$ cat config.mk
export PLATFORM = sky130hd
export DESIGN_NAME = free_partition_allocator
export DESIGN_NICKNAME = d
export VERILOG_FILES = /design/src/rtl/core/fpa_pkg.sv /design/src/rtl/core/fpa_ctrl.sv /design/src/rtl/core/fpa_datapath.sv /design/src/rtl/core/free_partition_allocator.sv
export SDC_FILE = /design/constraint.sdc
export NUM_CORES = 1
export LEC_CHECK = 0
export ABC_AREA = 1
export BUFFER_PORTS_ARGS = -buffer_cell sky130_fd_sc_hd__buf_2
export CORE_UTILIZATION = 33
export CTS_CLUSTER_SIZE = 16
export DETAILED_ROUTE_END_ITERATION = 8
export GPL_ROUTABILITY_DRIVEN = 0
export PLACE_DENSITY_LB_ADDON = 0.15
export SLEW_MARGIN = 10
export SYNTH_ARGS = -nofsm -noshare
export SYNTH_HDL_FRONTEND = slang
export SYNTH_SLANG_ARGS = --single-unit
$ cat constraint.sdc
create_clock -name i_clk -period 6.6 [get_ports i_clk]
set_input_delay 1.32 -clock i_clk [delete_from_list [all_inputs] [get_ports i_clk]]
set_output_delay 1.32 -clock i_clk [all_outputs]
set_load 0.03 [all_outputs]
$ cat src/rtl/core/fpa_pkg.sv
// ----------------------------------------------------------------------------
// Free partition allocator package
// Sizes, codes and the command and status types shared by the allocator.
// ----------------------------------------------------------------------------
package fpa_pkg;

    localparam int MAX_ENTRIES = 16;
    localparam int ADDR_BITS   = 16;
    localparam int IDX_W       = $clog2(MAX_ENTRIES);
    localparam int CNT_W       = $clog2(MAX_ENTRIES + 1);
    localparam int CFG_IDX_W   = 1;
    localparam int CFG_DATA_W  = 16;

    localparam logic [CFG_IDX_W-1:0] CFG_MIN_SPLIT = 1'b0;
    localparam logic [CFG_IDX_W-1:0] CFG_FIT_MODE  = 1'b1;

    typedef enum logic [1:0] {
        FN_LOAD    = 2'd0,
        FN_ALLOC   = 2'd1,
        FN_RELEASE = 2'd2,
        FN_NONE    = 2'd3
    } t_func;

    typedef enum logic [1:0] {
        ST_DONE   = 2'd0,
        ST_NO_FIT = 2'd1,
        ST_FULL   = 2'd2
    } t_status;

    typedef enum logic [1:0] {
        ACT_FINISH,
        ACT_INSERT,
        ACT_REMOVE
    } t_act;

    typedef enum logic [2:0] {
        S_IDLE,
        S_SCAN,
        S_DECIDE,
        S_INSERT,
        S_REMOVE,
        S_RESULT
    } t_state;

    // Commands from the controller to the datapath.
    typedef struct packed {
        logic start;
        logic scan;
        logic decide;
        logic ins;
        logic rem;
        logic load_out;
    } t_cmd;

    // Status from the datapath to the controller.
    typedef struct packed {
        logic scan_done;
        t_act act;
        logic ins_done;
        logic rem_done;
        logic out_free;
    } t_stat;

endpackage

$ cat src/rtl/core/fpa_ctrl.sv
// ----------------------------------------------------------------------------
// Free partition allocator controller
// Sequences accept, table scan, decision, table shifts and result hand-off.
// ----------------------------------------------------------------------------
module fpa_ctrl import fpa_pkg::*; (
    input  logic  i_clk,
    input  logic  i_rst_n,
    input  logic  i_in_valid,
    output logic  o_in_ready,
    input  t_stat i_stat,
    output t_cmd  o_cmd
);

    t_state r_state;
    t_state n_state;

    // State register.
    always_ff @(posedge i_clk) begin
        if (!i_rst_n) begin
            r_state <= S_IDLE;
        end else begin
            r_state <= n_state;
        end
    end

    // Next state and commands.
    always_comb begin
        n_state    = r_state;
        o_cmd      = '0;
        o_in_ready = 1'b0;
        case (r_state)
            S_IDLE: begin
                o_in_ready = 1'b1;
                if (i_in_valid) begin
                    o_cmd.start = 1'b1;
                    n_state     = S_SCAN;
                end
            end
            S_SCAN: begin
                o_cmd.scan = 1'b1;
                if (i_stat.scan_done) begin
                    n_state = S_DECIDE;
                end
            end
            S_DECIDE: begin
                o_cmd.decide = 1'b1;
                case (i_stat.act)
                    ACT_INSERT: n_state = S_INSERT;
                    ACT_REMOVE: n_state = S_REMOVE;
                    default:    n_state = S_RESULT;
                endcase
            end
            S_INSERT: begin
                o_cmd.ins = 1'b1;
                if (i_stat.ins_done) begin
                    n_state = S_RESULT;
                end
            end
            S_REMOVE: begin
                o_cmd.rem = 1'b1;
                if (i_stat.rem_done) begin
                    n_state = S_RESULT;
                end
            end
            S_RESULT: begin
                if (i_stat.out_free) begin
                    o_cmd.load_out = 1'b1;
                    n_state        = S_IDLE;
                end
            end
            default: begin
                n_state = S_IDLE;
            end
        endcase
    end

endmodule

$ cat src/rtl/core/fpa_datapath.sv
// ----------------------------------------------------------------------------
// Free partition allocator datapath
// Partition table, scan unit, decision logic, shifter and output register.
// ----------------------------------------------------------------------------
module fpa_datapath import fpa_pkg::*; (
    input  logic                  i_clk,
    input  logic                  i_rst_n,
    input  logic                  i_cfg_we,
    input  logic [CFG_IDX_W-1:0]  i_cfg_addr,
    input  logic [CFG_DATA_W-1:0] i_cfg_data,
    input  logic [1:0]            i_func,
    input  logic [ADDR_BITS-1:0]  i_start,
    input  logic [ADDR_BITS-1:0]  i_len,
    input  t_cmd                  i_cmd,
    output t_stat                 o_stat,
    input  logic                  i_out_ready,
    output logic                  o_out_valid,
    output logic [1:0]            o_status,
    output logic [ADDR_BITS-1:0]  o_gstart,
    output logic [ADDR_BITS-1:0]  o_glen
);

    // Table and configuration.
    logic [ADDR_BITS-1:0] r_tab_start [MAX_ENTRIES];
    logic [ADDR_BITS-1:0] r_tab_len   [MAX_ENTRIES];
    logic [CNT_W-1:0]     r_count;
    logic [IDX_W-1:0]     r_rover;
    logic [15:0]          r_min_split;
    logic                 r_fit_mode;

    // Request and scan state.
    t_func                r_func;
    logic [ADDR_BITS-1:0] r_s;
    logic [ADDR_BITS-1:0] r_len;
    logic [IDX_W-1:0]     r_i;
    logic [CNT_W-1:0]     r_k;
    logic [CNT_W-1:0]     r_j;
    logic [IDX_W-1:0]     r_rm_idx;
    logic                 r_lo_found;
    logic [IDX_W-1:0]     r_lo_idx;
    logic [ADDR_BITS-1:0] r_lo_start;
    logic [ADDR_BITS-1:0] r_lo_len;
    logic                 r_hi_found;
    logic [IDX_W-1:0]     r_hi_idx;
    logic [ADDR_BITS-1:0] r_hi_len;
    logic                 r_sel_found;
    logic [IDX_W-1:0]     r_sel_idx;
    logic [ADDR_BITS-1:0] r_sel_start;
    logic [ADDR_BITS-1:0] r_sel_len;
    logic                 r_pos_found;
    logic [CNT_W-1:0]     r_pos;

    // Result and output register.
    t_status              r_res_status;
    logic [ADDR_BITS-1:0] r_res_gs;
    logic [ADDR_BITS-1:0] r_res_gl;
    logic                 r_out_valid;
    logic [1:0]           r_out_status;
    logic [ADDR_BITS-1:0] r_out_gs;
    logic [ADDR_BITS-1:0] r_out_gl;

    // Single table read port.
    logic [IDX_W-1:0]     rd_idx;
    logic [ADDR_BITS-1:0] rd_start;
    logic [ADDR_BITS-1:0] rd_len;

    always_comb begin
        if (i_cmd.ins) begin
            rd_idx = IDX_W'(r_j - 1'b1);
        end else if (i_cmd.rem) begin
            rd_idx = IDX_W'(r_j + 1'b1);
        end else begin
            rd_idx = r_i;
        end
    end

    assign rd_start = r_tab_start[rd_idx];
    assign rd_len   = r_tab_len[rd_idx];

    // Per-entry scan tests, sums compared without wrap.
    logic             lo_hit;
    logic             hi_hit;
    logic             gt_hit;
    logic             fit_hit;
    logic             sel_upd;
    logic             scan_done;
    logic [IDX_W-1:0] i_next;

    assign lo_hit  = ({1'b0, rd_start} + {1'b0, rd_len}) == {1'b0, r_s};
    assign hi_hit  = ({1'b0, r_s} + {1'b0, r_len}) == {1'b0, rd_start};
    assign gt_hit  = rd_start > r_s;
    assign fit_hit = rd_len >= r_len;
    assign sel_upd = fit_hit && (r_fit_mode ? (!r_sel_found || rd_len < r_sel_len)
                                            : !r_sel_found);
    assign scan_done = (r_k == r_count);
    assign i_next    = ((CNT_W'(r_i) + 1'b1) >= r_count) ? '0 : IDX_W'(r_i + 1'b1);

    // Decision on the scan results.
    logic [ADDR_BITS:0]   sum_lo;
    logic [ADDR_BITS:0]   sum_hi;
    logic [ADDR_BITS+1:0] sum_all;
    logic [ADDR_BITS-1:0] rem_len;
    logic                 tab_full;
    t_act                 d_act;
    t_status              d_status;
    logic [ADDR_BITS-1:0] d_gs;
    logic [ADDR_BITS-1:0] d_gl;
    logic                 d_we;
    logic [IDX_W-1:0]     d_widx;
    logic [ADDR_BITS-1:0] d_wstart;
    logic [ADDR_BITS-1:0] d_wlen;
    logic                 d_rover_set;
    logic [IDX_W-1:0]     d_rm_idx;

    assign sum_lo   = {1'b0, r_lo_len} + {1'b0, r_len};
    assign sum_hi   = {1'b0, r_hi_len} + {1'b0, r_len};
    assign sum_all  = {2'b00, r_lo_len} + {2'b00, r_len} + {2'b00, r_hi_len};
    assign rem_len  = r_sel_len - r_len;
    assign tab_full = r_count >= CNT_W'(MAX_ENTRIES);

    always_comb begin
        d_act       = ACT_FINISH;
        d_status    = ST_DONE;
        d_gs        = '0;
        d_gl        = '0;
        d_we        = 1'b0;
        d_widx      = r_lo_idx;
        d_wstart    = r_lo_start;
        d_wlen      = ADDR_BITS'(sum_lo);
        d_rover_set = 1'b0;
        d_rm_idx    = r_sel_idx;
        case (r_func)
            FN_LOAD: begin
                if (r_len != '0) begin
                    if (tab_full) begin
                        d_status = ST_FULL;
                    end else begin
                        d_act = ACT_INSERT;
                    end
                end
            end
            FN_RELEASE: begin
                if (r_len != '0) begin
                    if (r_lo_found && r_hi_found && r_lo_idx != r_hi_idx &&
                        sum_all[ADDR_BITS+1:ADDR_BITS] == 2'b00) begin
                        // Both neighbors join into the lower entry.
                        d_we     = 1'b1;
                        d_wlen   = ADDR_BITS'(sum_all);
                        d_act    = ACT_REMOVE;
                        d_rm_idx = r_hi_idx;
                    end else if (r_lo_found && !sum_lo[ADDR_BITS]) begin
                        d_we = 1'b1;
                    end else if (r_hi_found && !sum_hi[ADDR_BITS]) begin
                        d_we     = 1'b1;
                        d_widx   = r_hi_idx;
                        d_wstart = r_s;
                        d_wlen   = ADDR_BITS'(sum_hi);
                    end else if (tab_full) begin
                        d_status = ST_FULL;
                    end else begin
                        d_act = ACT_INSERT;
                    end
                end
            end
            FN_ALLOC: begin
                if (r_len == '0 || !r_sel_found) begin
                    d_status = ST_NO_FIT;
                end else begin
                    d_gs        = r_sel_start;
                    d_rover_set = !r_fit_mode;
                    if (rem_len > r_min_split) begin
                        // Grant the low part and shrink the entry.
                        d_gl     = r_len;
                        d_we     = 1'b1;
                        d_widx   = r_sel_idx;
                        d_wstart = r_sel_start + r_len;
                        d_wlen   = rem_len;
                    end else begin
                        d_gl  = r_sel_len;
                        d_act = ACT_REMOVE;
                    end
                end
            end
            default: begin
                d_act = ACT_FINISH;
            end
        endcase
    end

    // Shift termination and final count and rover values.
    logic             ins_done;
    logic             rem_done;
    logic [CNT_W-1:0] cnt_inc;
    logic [CNT_W-1:0] cnt_dec;
    logic [CNT_W-1:0] rv_inc;
    logic [CNT_W-1:0] rv_dec;
    logic [IDX_W-1:0] rover_ins;
    logic [IDX_W-1:0] rover_rem;

    assign ins_done = (r_j == r_pos);
    assign rem_done = ((r_j + 1'b1) >= r_count);
    assign cnt_inc  = r_count + 1'b1;
    assign cnt_dec  = r_count - 1'b1;
    assign rv_inc   = (cnt_inc > CNT_W'(1) && CNT_W'(r_rover) >= r_pos) ?
                      CNT_W'(r_rover) + 1'b1 : CNT_W'(r_rover);
    assign rv_dec   = (r_rover > r_rm_idx) ? CNT_W'(r_rover) - 1'b1 : CNT_W'(r_rover);
    assign rover_ins = (rv_inc >= cnt_inc) ? '0 : IDX_W'(rv_inc);
    assign rover_rem = (rv_dec >= cnt_dec) ? '0 : IDX_W'(rv_dec);

    // Table write port.
    logic                 we;
    logic [IDX_W-1:0]     widx;
    logic [ADDR_BITS-1:0] wstart;
    logic [ADDR_BITS-1:0] wlen;

    always_comb begin
        we     = 1'b0;
        widx   = IDX_W'(r_j);
        wstart = rd_start;
        wlen   = rd_len;
        if (i_cmd.decide) begin
            we     = d_we;
            widx   = d_widx;
            wstart = d_wstart;
            wlen   = d_wlen;
        end else if (i_cmd.ins) begin
            we = 1'b1;
            if (ins_done) begin
                widx   = IDX_W'(r_pos);
                wstart = r_s;
                wlen   = r_len;
            end
        end else if (i_cmd.rem) begin
            we = !rem_done;
        end
    end

    // Status to the controller.
    always_comb begin
        o_stat.scan_done = scan_done;
        o_stat.act       = d_act;
        o_stat.ins_done  = ins_done;
        o_stat.rem_done  = rem_done;
        o_stat.out_free  = !r_out_valid || i_out_ready;
    end

    // Control registers.
    always_ff @(posedge i_clk) begin
        if (!i_rst_n) begin
            r_count     <= '0;
            r_rover     <= '0;
            r_min_split <= '0;
            r_fit_mode  <= 1'b0;
            r_out_valid <= 1'b0;
        end else begin
            if (i_cfg_we) begin
                case (i_cfg_addr)
                    CFG_MIN_SPLIT: r_min_split <= i_cfg_data;
                    CFG_FIT_MODE:  r_fit_mode  <= i_cfg_data[0];
                    default:       r_min_split <= r_min_split;
                endcase
            end
            if (i_cmd.start && t_func'(i_func) == FN_ALLOC && !r_fit_mode &&
                CNT_W'(r_rover) >= r_count) begin
                r_rover <= '0;
            end
            if (i_cmd.decide && d_rover_set) begin
                r_rover <= r_sel_idx;
            end
            if (i_cmd.ins && ins_done) begin
                r_count <= cnt_inc;
                r_rover <= rover_ins;
            end
            if (i_cmd.rem && rem_done) begin
                r_count <= cnt_dec;
                r_rover <= rover_rem;
            end
            if (i_cmd.load_out) begin
                r_out_valid <= 1'b1;
            end else if (r_out_valid && i_out_ready) begin
                r_out_valid <= 1'b0;
            end
        end
    end

    // Payload registers: request capture, scan capture, shifts, table, output.
    always_ff @(posedge i_clk) begin
        if (i_cmd.start) begin
            r_func      <= t_func'(i_func);
            r_s         <= i_start;
            r_len       <= i_len;
            r_k         <= '0;
            r_lo_found  <= 1'b0;
            r_hi_found  <= 1'b0;
            r_sel_found <= 1'b0;
            r_pos_found <= 1'b0;
            r_pos       <= r_count;
            if (t_func'(i_func) == FN_ALLOC && !r_fit_mode &&
                CNT_W'(r_rover) < r_count) begin
                r_i <= r_rover;
            end else begin
                r_i <= '0;
            end
        end
        if (i_cmd.scan && !scan_done) begin
            r_k <= r_k + 1'b1;
            r_i <= i_next;
            if (lo_hit && !r_lo_found) begin
                r_lo_found <= 1'b1;
                r_lo_idx   <= r_i;
                r_lo_start <= rd_start;
                r_lo_len   <= rd_len;
            end
            if (hi_hit && !r_hi_found) begin
                r_hi_found <= 1'b1;
                r_hi_idx   <= r_i;
                r_hi_len   <= rd_len;
            end
            if (gt_hit && !r_pos_found) begin
                r_pos_found <= 1'b1;
                r_pos       <= CNT_W'(r_i);
            end
            if (sel_upd) begin
                r_sel_found <= 1'b1;
                r_sel_idx   <= r_i;
                r_sel_start <= rd_start;
                r_sel_len   <= rd_len;
            end
        end
        if (i_cmd.decide) begin
            r_res_status <= d_status;
            r_res_gs     <= d_gs;
            r_res_gl     <= d_gl;
            r_rm_idx     <= d_rm_idx;
            r_j          <= (d_act == ACT_INSERT) ? r_count : CNT_W'(d_rm_idx);
        end
        if (i_cmd.ins && !ins_done) begin
            r_j <= r_j - 1'b1;
        end
        if (i_cmd.rem && !rem_done) begin
            r_j <= r_j + 1'b1;
        end
        if (we) begin
            r_tab_start[widx] <= wstart;
            r_tab_len[widx]   <= wlen;
        end
        if (i_cmd.load_out) begin
            r_out_status <= r_res_status;
            r_out_gs     <= r_res_gs;
            r_out_gl     <= r_res_gl;
        end
    end

    assign o_out_valid = r_out_valid;
    assign o_status    = r_out_status;
    assign o_gstart    = r_out_gs;
    assign o_glen      = r_out_gl;

endmodule

$ cat src/rtl/core/free_partition_allocator.sv
// Sequence: an accepted beat is followed by a scan of all N entries, where N is the entry count,
// a decision, an insert or remove shift of the table when an entry is added or taken out, and
// the result beat, which waits while the receiver stalls the output.
// Flow: one request at a time; a new beat is taken only once the last result has been loaded
// into the output register. The scan and the shifts share the single table read port.
// Reset: synchronous active low; clears entry count, rover, configuration and the output.
// ----------------------------------------------------------------------------
// Free partition allocator
// Address-ordered free partition table with next-fit and best-fit allocation.
// ----------------------------------------------------------------------------
module free_partition_allocator import fpa_pkg::*; (
    input  logic                  i_clk,
    input  logic                  i_rst_n,
    input  logic                  i_cfg_we,
    input  logic [CFG_IDX_W-1:0]  i_cfg_addr,
    input  logic [CFG_DATA_W-1:0] i_cfg_data,
    input  logic                  s_axis_tvalid,
    output logic                  s_axis_tready,
    input  logic [31:0]           s_axis_tdata,   // start_addr[15:0], length[31:16]
    input  logic [1:0]            s_axis_tuser,   // func[1:0]
    output logic                  m_axis_tvalid,
    input  logic                  m_axis_tready,
    output logic [31:0]           m_axis_tdata,   // granted_start[15:0], granted_length[31:16]
    output logic [1:0]            m_axis_tuser    // status[1:0]
);

    t_cmd  cmd;
    t_stat stat;

    // Sequencer.
    fpa_ctrl u_ctrl (
        .i_clk      (i_clk),
        .i_rst_n    (i_rst_n),
        .i_in_valid (s_axis_tvalid),
        .o_in_ready (s_axis_tready),
        .i_stat     (stat),
        .o_cmd      (cmd)
    );

    // Table and arithmetic.
    fpa_datapath u_dp (
        .i_clk       (i_clk),
        .i_rst_n     (i_rst_n),
        .i_cfg_we    (i_cfg_we),
        .i_cfg_addr  (i_cfg_addr),
        .i_cfg_data  (i_cfg_data),
        .i_func      (s_axis_tuser),
        .i_start     (s_axis_tdata[15:0]),
        .i_len       (s_axis_tdata[31:16]),
        .i_cmd       (cmd),
        .o_stat      (stat),
        .i_out_ready (m_axis_tready),
        .o_out_valid (m_axis_tvalid),
        .o_status    (m_axis_tuser),
        .o_gstart    (m_axis_tdata[15:0]),
        .o_glen      (m_axis_tdata[31:16])
    );

endmodule

==> impl_metrics.env, run 1 <==
export IMPL_outcome="completed"
export IMPL_ys_warn_count=0
export IMPL_layout_drive_gt1_share_pct=10.2
export IMPL_r2r_slack_ns=0.53
export IMPL_cts_buffers=88
export IMPL_port_buffers=91
export IMPL_crit_family="simple AND/OR/NAND/NOR gates"
export IMPL_grt_pass1_vias=29300
export IMPL_fin_cells=5831
export IMPL_drc=0
export IMPL_die_area_um2=123000
export IMPL_vias_per_cell=5.21
export IMPL_cp_depth=26
export IMPL_ir_drop_v=0.000302
export IMPL_ff2ff_path_depth=26
export IMPL_cts_setup_buffers=0
export IMPL_seqPwrFrac_pct=27.6
export IMPL_vias=30400
export IMPL_synthTopCellsByArea="edfxtp_1, ha_1, nand2_1"
export IMPL_antenna_found_initial=1
export IMPL_worst_pin_slew_ns=1.09
export IMPL_track_usage_pct=21.8
export IMPL_synth_ff_type="edfxtp_1"
export IMPL_worst_ep_required_time_ns=6.92
export IMPL_hold_violations=0
export IMPL_synth_fp_nets=4257
export IMPL_crit_path_start_kind="register"
export IMPL_gr_total_overflow=0
export IMPL_grt_max_degree=97
export IMPL_rsz0062_at_grt="false"
export IMPL_core_area_um2=120000
export IMPL_synth_top_area_cell="edfxtp_1"
export IMPL_crit_slowest_cell="fa_1"
export IMPL_syn2layout_area_growth_pct=14.9
export IMPL_clockBufferDepth=3
export IMPL_fp_dieH_um=351
export IMPL_max_slew_margin_pct=27.6
export IMPL_synth_seq_cells=763
export IMPL_cts_tree="done"
export IMPL_critical_path_max_fanout=96
export IMPL_drv_slew=0
export IMPL_synth_edf_count=724
export IMPL_share_comb_of_total_power_pct=55.0
export IMPL_r2r_start="u_dp.r_j[0]$_DFFE_PP_"
export IMPL_fp_dieW_um=351
export IMPL_worst_path_most_repeated_cell="nand3_1"
export IMPL_p_leak_nw=17.9
export IMPL_hold_depth=0
export IMPL_switching_share_pct=47.3
export IMPL_switchingPower_w=0.0130
export IMPL_min_path_type="register to register"
export IMPL_cts_sinks=763
export IMPL_syn_area_um2=40200
export IMPL_crit_buf_inv=6
export IMPL_synth_seq_area_share_pct=56.0
export IMPL_worst_setup_path_type="register to register"
export IMPL_cts_root_buf="clkbuf_16"
export IMPL_whs_endpoint="u_dp.o_glen[3]$_DFFE_PP_"
export IMPL_clk_latency_ns=0.70
export IMPL_max_clock_freq_ghz=0.165
export IMPL_first_pass_iters=6
export IMPL_arrival_ns=6.38
export IMPL_wl_per_cell_um=23.2
export IMPL_rows=127
export IMPL_yosysUniqueCellTypes=67
export IMPL_synthCells=3975
export IMPL_drv_cap=0
export IMPL_r2r_end="u_dp.r_lo_len[13]$_DFFE_PP_"
export IMPL_intPower_w=0.0145
export IMPL_initial_core_util_pct=33.4
export IMPL_finalCriticalPeriod_ns=6.07
export IMPL_nets=4433
export IMPL_async_reset_ff_share_pct=0
export IMPL_pwr_share_clk_pct=17.4
export IMPL_grt_pass1_wl_mm=198
export IMPL_syn_avg_cell_area_um2=10.1
export IMPL_layout_common_cells="edfxtp_1, nand2_1, inv_1, nand3_1, nor2_1"
export IMPL_drtIter0Drc=2541
export IMPL_setup_viol=0
export IMPL_synth_top_cell_area_share_pct=54.0
export IMPL_dp_cells=5673
export IMPL_boundaryPins=92
export IMPL_finalWirelength_mm=135
export IMPL_fin_setup_tns_ns=0
export IMPL_skew_ns=0.0737
export IMPL_crit_path_end_kind="register"
export IMPL_drtAntennaViolNets=0
export IMPL_path_clk_slew_ns=0.05
export IMPL_final_util_pct=38.4
export IMPL_final_common_cell="edfxtp_1"
export IMPL_htree_levels=3
export IMPL_place_hpwl_mm=95.2
export IMPL_cp_slowest_stage_delay_ns=0.43
export IMPL_min_delay_start="u_dp.r_res_gl[3]$_SDFFCE_PP0P_"
export IMPL_power_density_nw_per_um2=596
export IMPL_insertedDiodeCount=0
export IMPL_period_share_pct=91.9
==> Yosys cell counts, drive strengths merged (36+ instances only) <==
library cell,number
buf,93
nor3,36
or2,38
o211ai,121
ha,219
edfxtp,724
nand3,360
xor2,95
dfxtp,39
nor2,352
a21oi,236
o21ai,240
inv,386
clkbuf,56
nand2,702
==> worst register-to-register path, stage by stage, from the launching register on <==
cell      delay [ns]
edfxtp_1        0.35
buf_4           0.19
inv_1           0.20
ha_1            0.34
nand3_1         0.13
nand3_1         0.12
nand2_4         0.11
buf_12          0.35
o211ai_1        0.41
nand3_1         0.13
nand3_1         0.33
nand2_1         0.36
ha_1            0.23
inv_1           0.06
fa_1            0.43
o21ai_0         0.19
buf_4           0.17
xor2_1          0.26
o211ai_1        0.12
a211oi_1        0.21
nand4_1         0.14
nor2_1          0.13
nand4_1         0.12
nor2_1          0.14
nand4_1         0.14
nor2_4          0.13
buf_12          0.25
==> state kept, by name, indices dropped and copies added, names as in the netlist, 16 cells and up <==
signal and cells:
u_dp.r_lo_start 16, u_dp.r_hi_len 16, u_dp.r_len 16, u_dp.r_s 16, u_dp.o_glen 16, u_dp.r_sel_start 16
u_dp.o_gstart 16, u_dp.r_sel_len 16, u_dp.r_tab_len 256, u_dp.r_lo_len 16, u_dp.r_tab_start 256, u_dp.r_res_gl 16
u_dp.r_min_split 16, u_dp.r_res_gs 16
==> power groups by stage <==
stage               clock (W)  combinational [W]  sequential [W]
CTS                   0.00491             0.0151         0.00760
global route          0.00508             0.0166         0.00763
floorplan                   0            0.00922         0.00758
detailed placement          0             0.0150         0.00770
global placement            0             0.0150         0.00770
finish                0.00481             0.0152         0.00760
==> through the flow <==
| stage | hold slack, ns | worst slack (ns) | cell area [um2] | power (W) |
|---|---|---|---|---|
| 2_1_floorplan | 0.400 | 0.305 | 40200 | 0.0168 |
| 3_3_place_gp | 0.401 | 0.643 | 43400 | 0.0227 |
| 3_5_place_dp | 0.405 | 0.634 | 43400 | 0.0227 |
| 4_1_cts | 0.417 | 0.587 | 46200 | 0.0276 |
| 5_1_grt | 0.423 | 0.127 | 46200 | 0.0293 |
| 6_report | 0.415 | 0.533 | 46200 | 0.0276 |
==> kinds of logic after synthesis <==
family / synth area share, %
AOI/OAI and AO/OA: 11.8
xor gates and xnor gates: 2.79
adders and majority gates: 7.16
buffers and inverters: 5.65
DFF: 56.0
and+or+nand+nor: 16.6
==> worst max path at each step <==
stage,from,end,slack (ns)
after floorplan,u_dp.r_j[0]$_DFFE_PP_,u_dp.r_lo_idx[0]$_DFFE_PP_,0.31
after global placement,u_dp.r_j[0]$_DFFE_PP_,u_dp.r_lo_len[14]$_DFFE_PP_,0.64
after detailed placement,u_dp.r_j[0]$_DFFE_PP_,u_dp.r_lo_idx[3]$_DFFE_PP_,0.63
after CTS,u_dp.r_len[0]$_DFFE_PP_,u_dp.r_tab_start[8][15]$_DFFE_PP_,0.59
after global routing,u_dp.r_len[1]$_DFFE_PP_,u_dp.r_tab_start[8][15]$_DFFE_PP_,0.13
final,u_dp.r_j[0]$_DFFE_PP_,u_dp.r_lo_len[13]$_DFFE_PP_,0.53
==> cell type report <==
type,count,area [um2]
clock buffer,109,2340
clock inverter,49,479
fill,12000,74200
inverter,392,1480
multi-input combinational,2671,15600
sequential,763,22500
tap,1612,2020
timing repair buffer,235,1750
==> metal layers <==
metal	global-route usage [%]	routed length, um	part of all wire [%]	vias to the layer above
li1	-	-	-	14400
met1	30.6	62400	46	14800
met2	35.0	61500	45	929
met3	2.73	7620	5.6	178
met4	6.80	3960	2.9	0
met5	0	0	0	-
==> timing repair <==
action                     in CTS  in global routing
setup endpoints to repair       0                 54
hold buffers                    0                  0
hold endpoints to repair        0                  0
gates resized for setup         0                  1
Note: power is estimated with default switching activity, not from simulation.
==> run 2: changes to the inputs <==
Settings changed: CORE_UTILIZATION 33 to 57.
==> run 2 against run 1 <==
Against the previous run:
- core utilization up 26 points
- hold slack better by 0.00077 ns
- first-iteration DRC count up 46%
- clock-buffer cell count down 1
- worst setup slack worse by 0.088 ns
- clock skew down 0.043 ns
- sequential share of layout area up 1.3 points
- register-to-register slack worse by 0.09 ns
- die area down 42%
- non-clock buffer count down 3
==> impl_metrics.env, run 2 (synthesis results as in run 1) <==
export IMPL_critPathCapture="u_dp.r_lo_len[10]$_DFFE_PP_"
export IMPL_cts_buffers=81
export IMPL_startpoint="u_dp.r_j[1]$_DFFE_PP_"
export IMPL_arrival_ns=6.47
export IMPL_hold_violations=0
export IMPL_cts_sinks=763
export IMPL_layout_drive_gt1_share_pct=9.95
export IMPL_crit_path_end_kind="register"
export IMPL_rows=97
export IMPL_skew_ns=0.0309
export IMPL_track_usage_pct=33.2
export IMPL_finalCriticalPeriod_ns=6.16
export IMPL_min_path_type="register to register"
export IMPL_crit_slowest_cell="o21ai_0"
export IMPL_r2r_end="u_dp.r_lo_len[10]$_DFFE_PP_"
export IMPL_clk_latency_ns=0.65
export IMPL_worst_ep_required_time_ns=6.92
export IMPL_fp_dieW_um=268
export IMPL_die_area_um2=71600
export IMPL_crit_path_start_kind="register"
export IMPL_path_clk_slew_ns=0.06
export IMPL_worst_pin_slew_ns=1.21
export IMPL_setup_viol=0
export IMPL_nets=4423
export IMPL_cts_root_buf="clkbuf_16"
export IMPL_worstPathCellList="inv_1 > ha_1 > nand3_1 > nand3_1 > nand2_4 > inv_4 > o21ai_0 > o211ai_1 > nand3_1 > nand2_1 > ha_1 > inv_1 > fa_1 > o21ai_0 > xor2_1 > o211ai_1 > a211oi_1 > nand4_1 > nor2_1 > nand4_1 > nor2_1 > nand4_1 > nor2_4 > buf_12"
export IMPL_drc=0
export IMPL_final_common_cell="edfxtp_1"
export IMPL_initial_core_util_pct=57.5
export IMPL_crit_buf_inv=4
export IMPL_worst_setup_path_type="register to register"
export IMPL_r2r_start="u_dp.r_j[1]$_DFFE_PP_"
export IMPL_fin_setup_tns_ns=0
export IMPL_vias_per_cell=6.04
export IMPL_cp_slowest_stage_delay_ns=0.49
export IMPL_rsz0062_at_grt="false"
export IMPL_first_pass_iters=7
export IMPL_fp_dieH_um=268
export IMPL_grt_max_degree=94
export IMPL_layout_common_cells="edfxtp_1, nand2_1, inv_1, nand3_1, nor2_1"
export IMPL_drv_cap=0
export IMPL_boundaryPins=92
export IMPL_syn2layout_area_growth_pct=12.0
export IMPL_finalWirelength_mm=119
export IMPL_reg_largest_list="u_dp.r_tab_len (256), u_dp.r_tab_start (256)"
export IMPL_grt_pass1_vias=29100
export IMPL_drtIter0Drc=3716
export IMPL_r2r_slack_ns=0.44
export IMPL_drtAntennaViolNets=0
export IMPL_gr_total_overflow=0
export IMPL_cts_hold_buffers_added=0
export IMPL_cp_depth=24
export IMPL_place_hpwl_mm=82.0
export IMPL_drv_slew=0
export IMPL_crit_family="simple AND/OR/NAND/NOR gates"
export IMPL_antenna_found_initial=3
export IMPL_outcome="completed"
export IMPL_core_area_um2=69900
export IMPL_max_slew_margin_pct=19.1
export IMPL_critical_path_max_fanout=44
export IMPL_htree_levels=3
export IMPL_ff2ff_path_depth=24
export IMPL_clockBufferDepth=3
export IMPL_wl_per_cell_um=23.1
export IMPL_port_buffers=91
export IMPL_max_clock_freq_ghz=0.162
export IMPL_cts_tree="done"
export IMPL_period_share_pct=93.3
export IMPL_vias=31100
export IMPL_grt_pass1_wl_mm=177
==> run 2: changes by cell type in the layout (fill, tap and decap cells not counted), moves of 2 or more <==
cell,before,now
clkbuf_16,89,82
o21ai_1,17,11
clkbuf_8,4,2
clkinv_16,4,2
clkbuf_1,16,24
clkinv_8,0,2
clkinv_1,30,17
buf_6,0,6
buf_4,127,121
buf_12,17,14
o21ai_0,223,229
==> run 2: worst reg2reg max path, cell delays in order, from the launching register on <==
cell,delay (ns)
edfxtp_1,0.47
inv_1,0.13
ha_1,0.41
nand3_1,0.11
nand3_1,0.15
nand2_4,0.09
inv_4,0.41
o21ai_0,0.25
o211ai_1,0.36
nand3_1,0.26
nand2_1,0.29
ha_1,0.21
inv_1,0.06
fa_1,0.43
o21ai_0,0.49
xor2_1,0.33
o211ai_1,0.12
a211oi_1,0.20
nand4_1,0.12
nor2_1,0.10
nand4_1,0.12
nor2_1,0.14
nand4_1,0.14
nor2_4,0.13
buf_12,0.24
==> run 2: worst min path at each step <==
| stage | start | end | cells past startpoint |
|---|---|---|---|
| after floorplan | u_dp.r_res_gl[0]$_SDFFCE_PP0P_ | u_dp.o_glen[0]$_DFFE_PP_ | 0 |
| after global placement | u_dp.r_res_gs[8]$_SDFFCE_PP0P_ | u_dp.o_gstart[8]$_DFFE_PP_ | 0 |
| after detailed placement | u_dp.r_res_status[0]$_DFFE_PP_ | u_dp.o_status[0]$_DFFE_PP_ | 0 |
| after CTS | u_dp.r_res_status[0]$_DFFE_PP_ | u_dp.o_status[0]$_DFFE_PP_ | 0 |
| after global routing | u_dp.r_res_gl[12]$_SDFFCE_PP0P_ | u_dp.o_glen[12]$_DFFE_PP_ | 0 |
| final | u_dp.r_res_gl[12]$_SDFFCE_PP0P_ | u_dp.o_glen[12]$_DFFE_PP_ | 0 |
==> run 2: layer usage <==
layer / track usage [%] / wire length [um] / up-vias / share of wire (%)
met4: 14.7 / 5370 / 2 / 4.5
met3: 6.22 / 11900 / 277 / 10
met2: 50.4 / 52400 / 1561 / 44
met1: 46.7 / 48900 / 14800 / 41
met5: 0 / 8 / - / 0.0067
li1: - / - / 14400 / -
==> run 2: area by class of cell <==
type                            count  area [um2]
Fill cell                        5585       24800
Sequential cell                   763       22500
Multi-Input combinational cell   2671       15600
Clock buffer                      108        2170
Timing Repair Buffer              232        1710
Inverter                          392        1470
Tap cell                          940        1180
Clock inverter                     36         379
Antenna cell                        1        2.50
==> run 2: through the flow <==
stage	cell area (um2)	std cells	hold WS (ns)	worst slack (ns)	util, %
final	45100	5143	0.416	0.445	64.5
after global routing	45100	5142	0.421	0.0242	64.5
after CTS	45000	5131	0.417	0.487	64.3
after detailed placement	42400	4987	0.405	0.522	60.7
after global placement	42400	4987	0.400	0.641	60.7
after floorplan	40200	3975	0.400	0.305	-
==> run 2: repair_timing <==
| item | 4_1_cts | 5_1_grt |
|---|---|---|
| gates resized for setup | 0 | 7 |
| endpoints found under the setup margin | 0 | 434 |
| buffers inserted | 0 | 11 |
Power of run 2 is left out: the tool's default activity adds up to more than one toggle a clock period on the data nets, which glitch-free logic cannot reach.
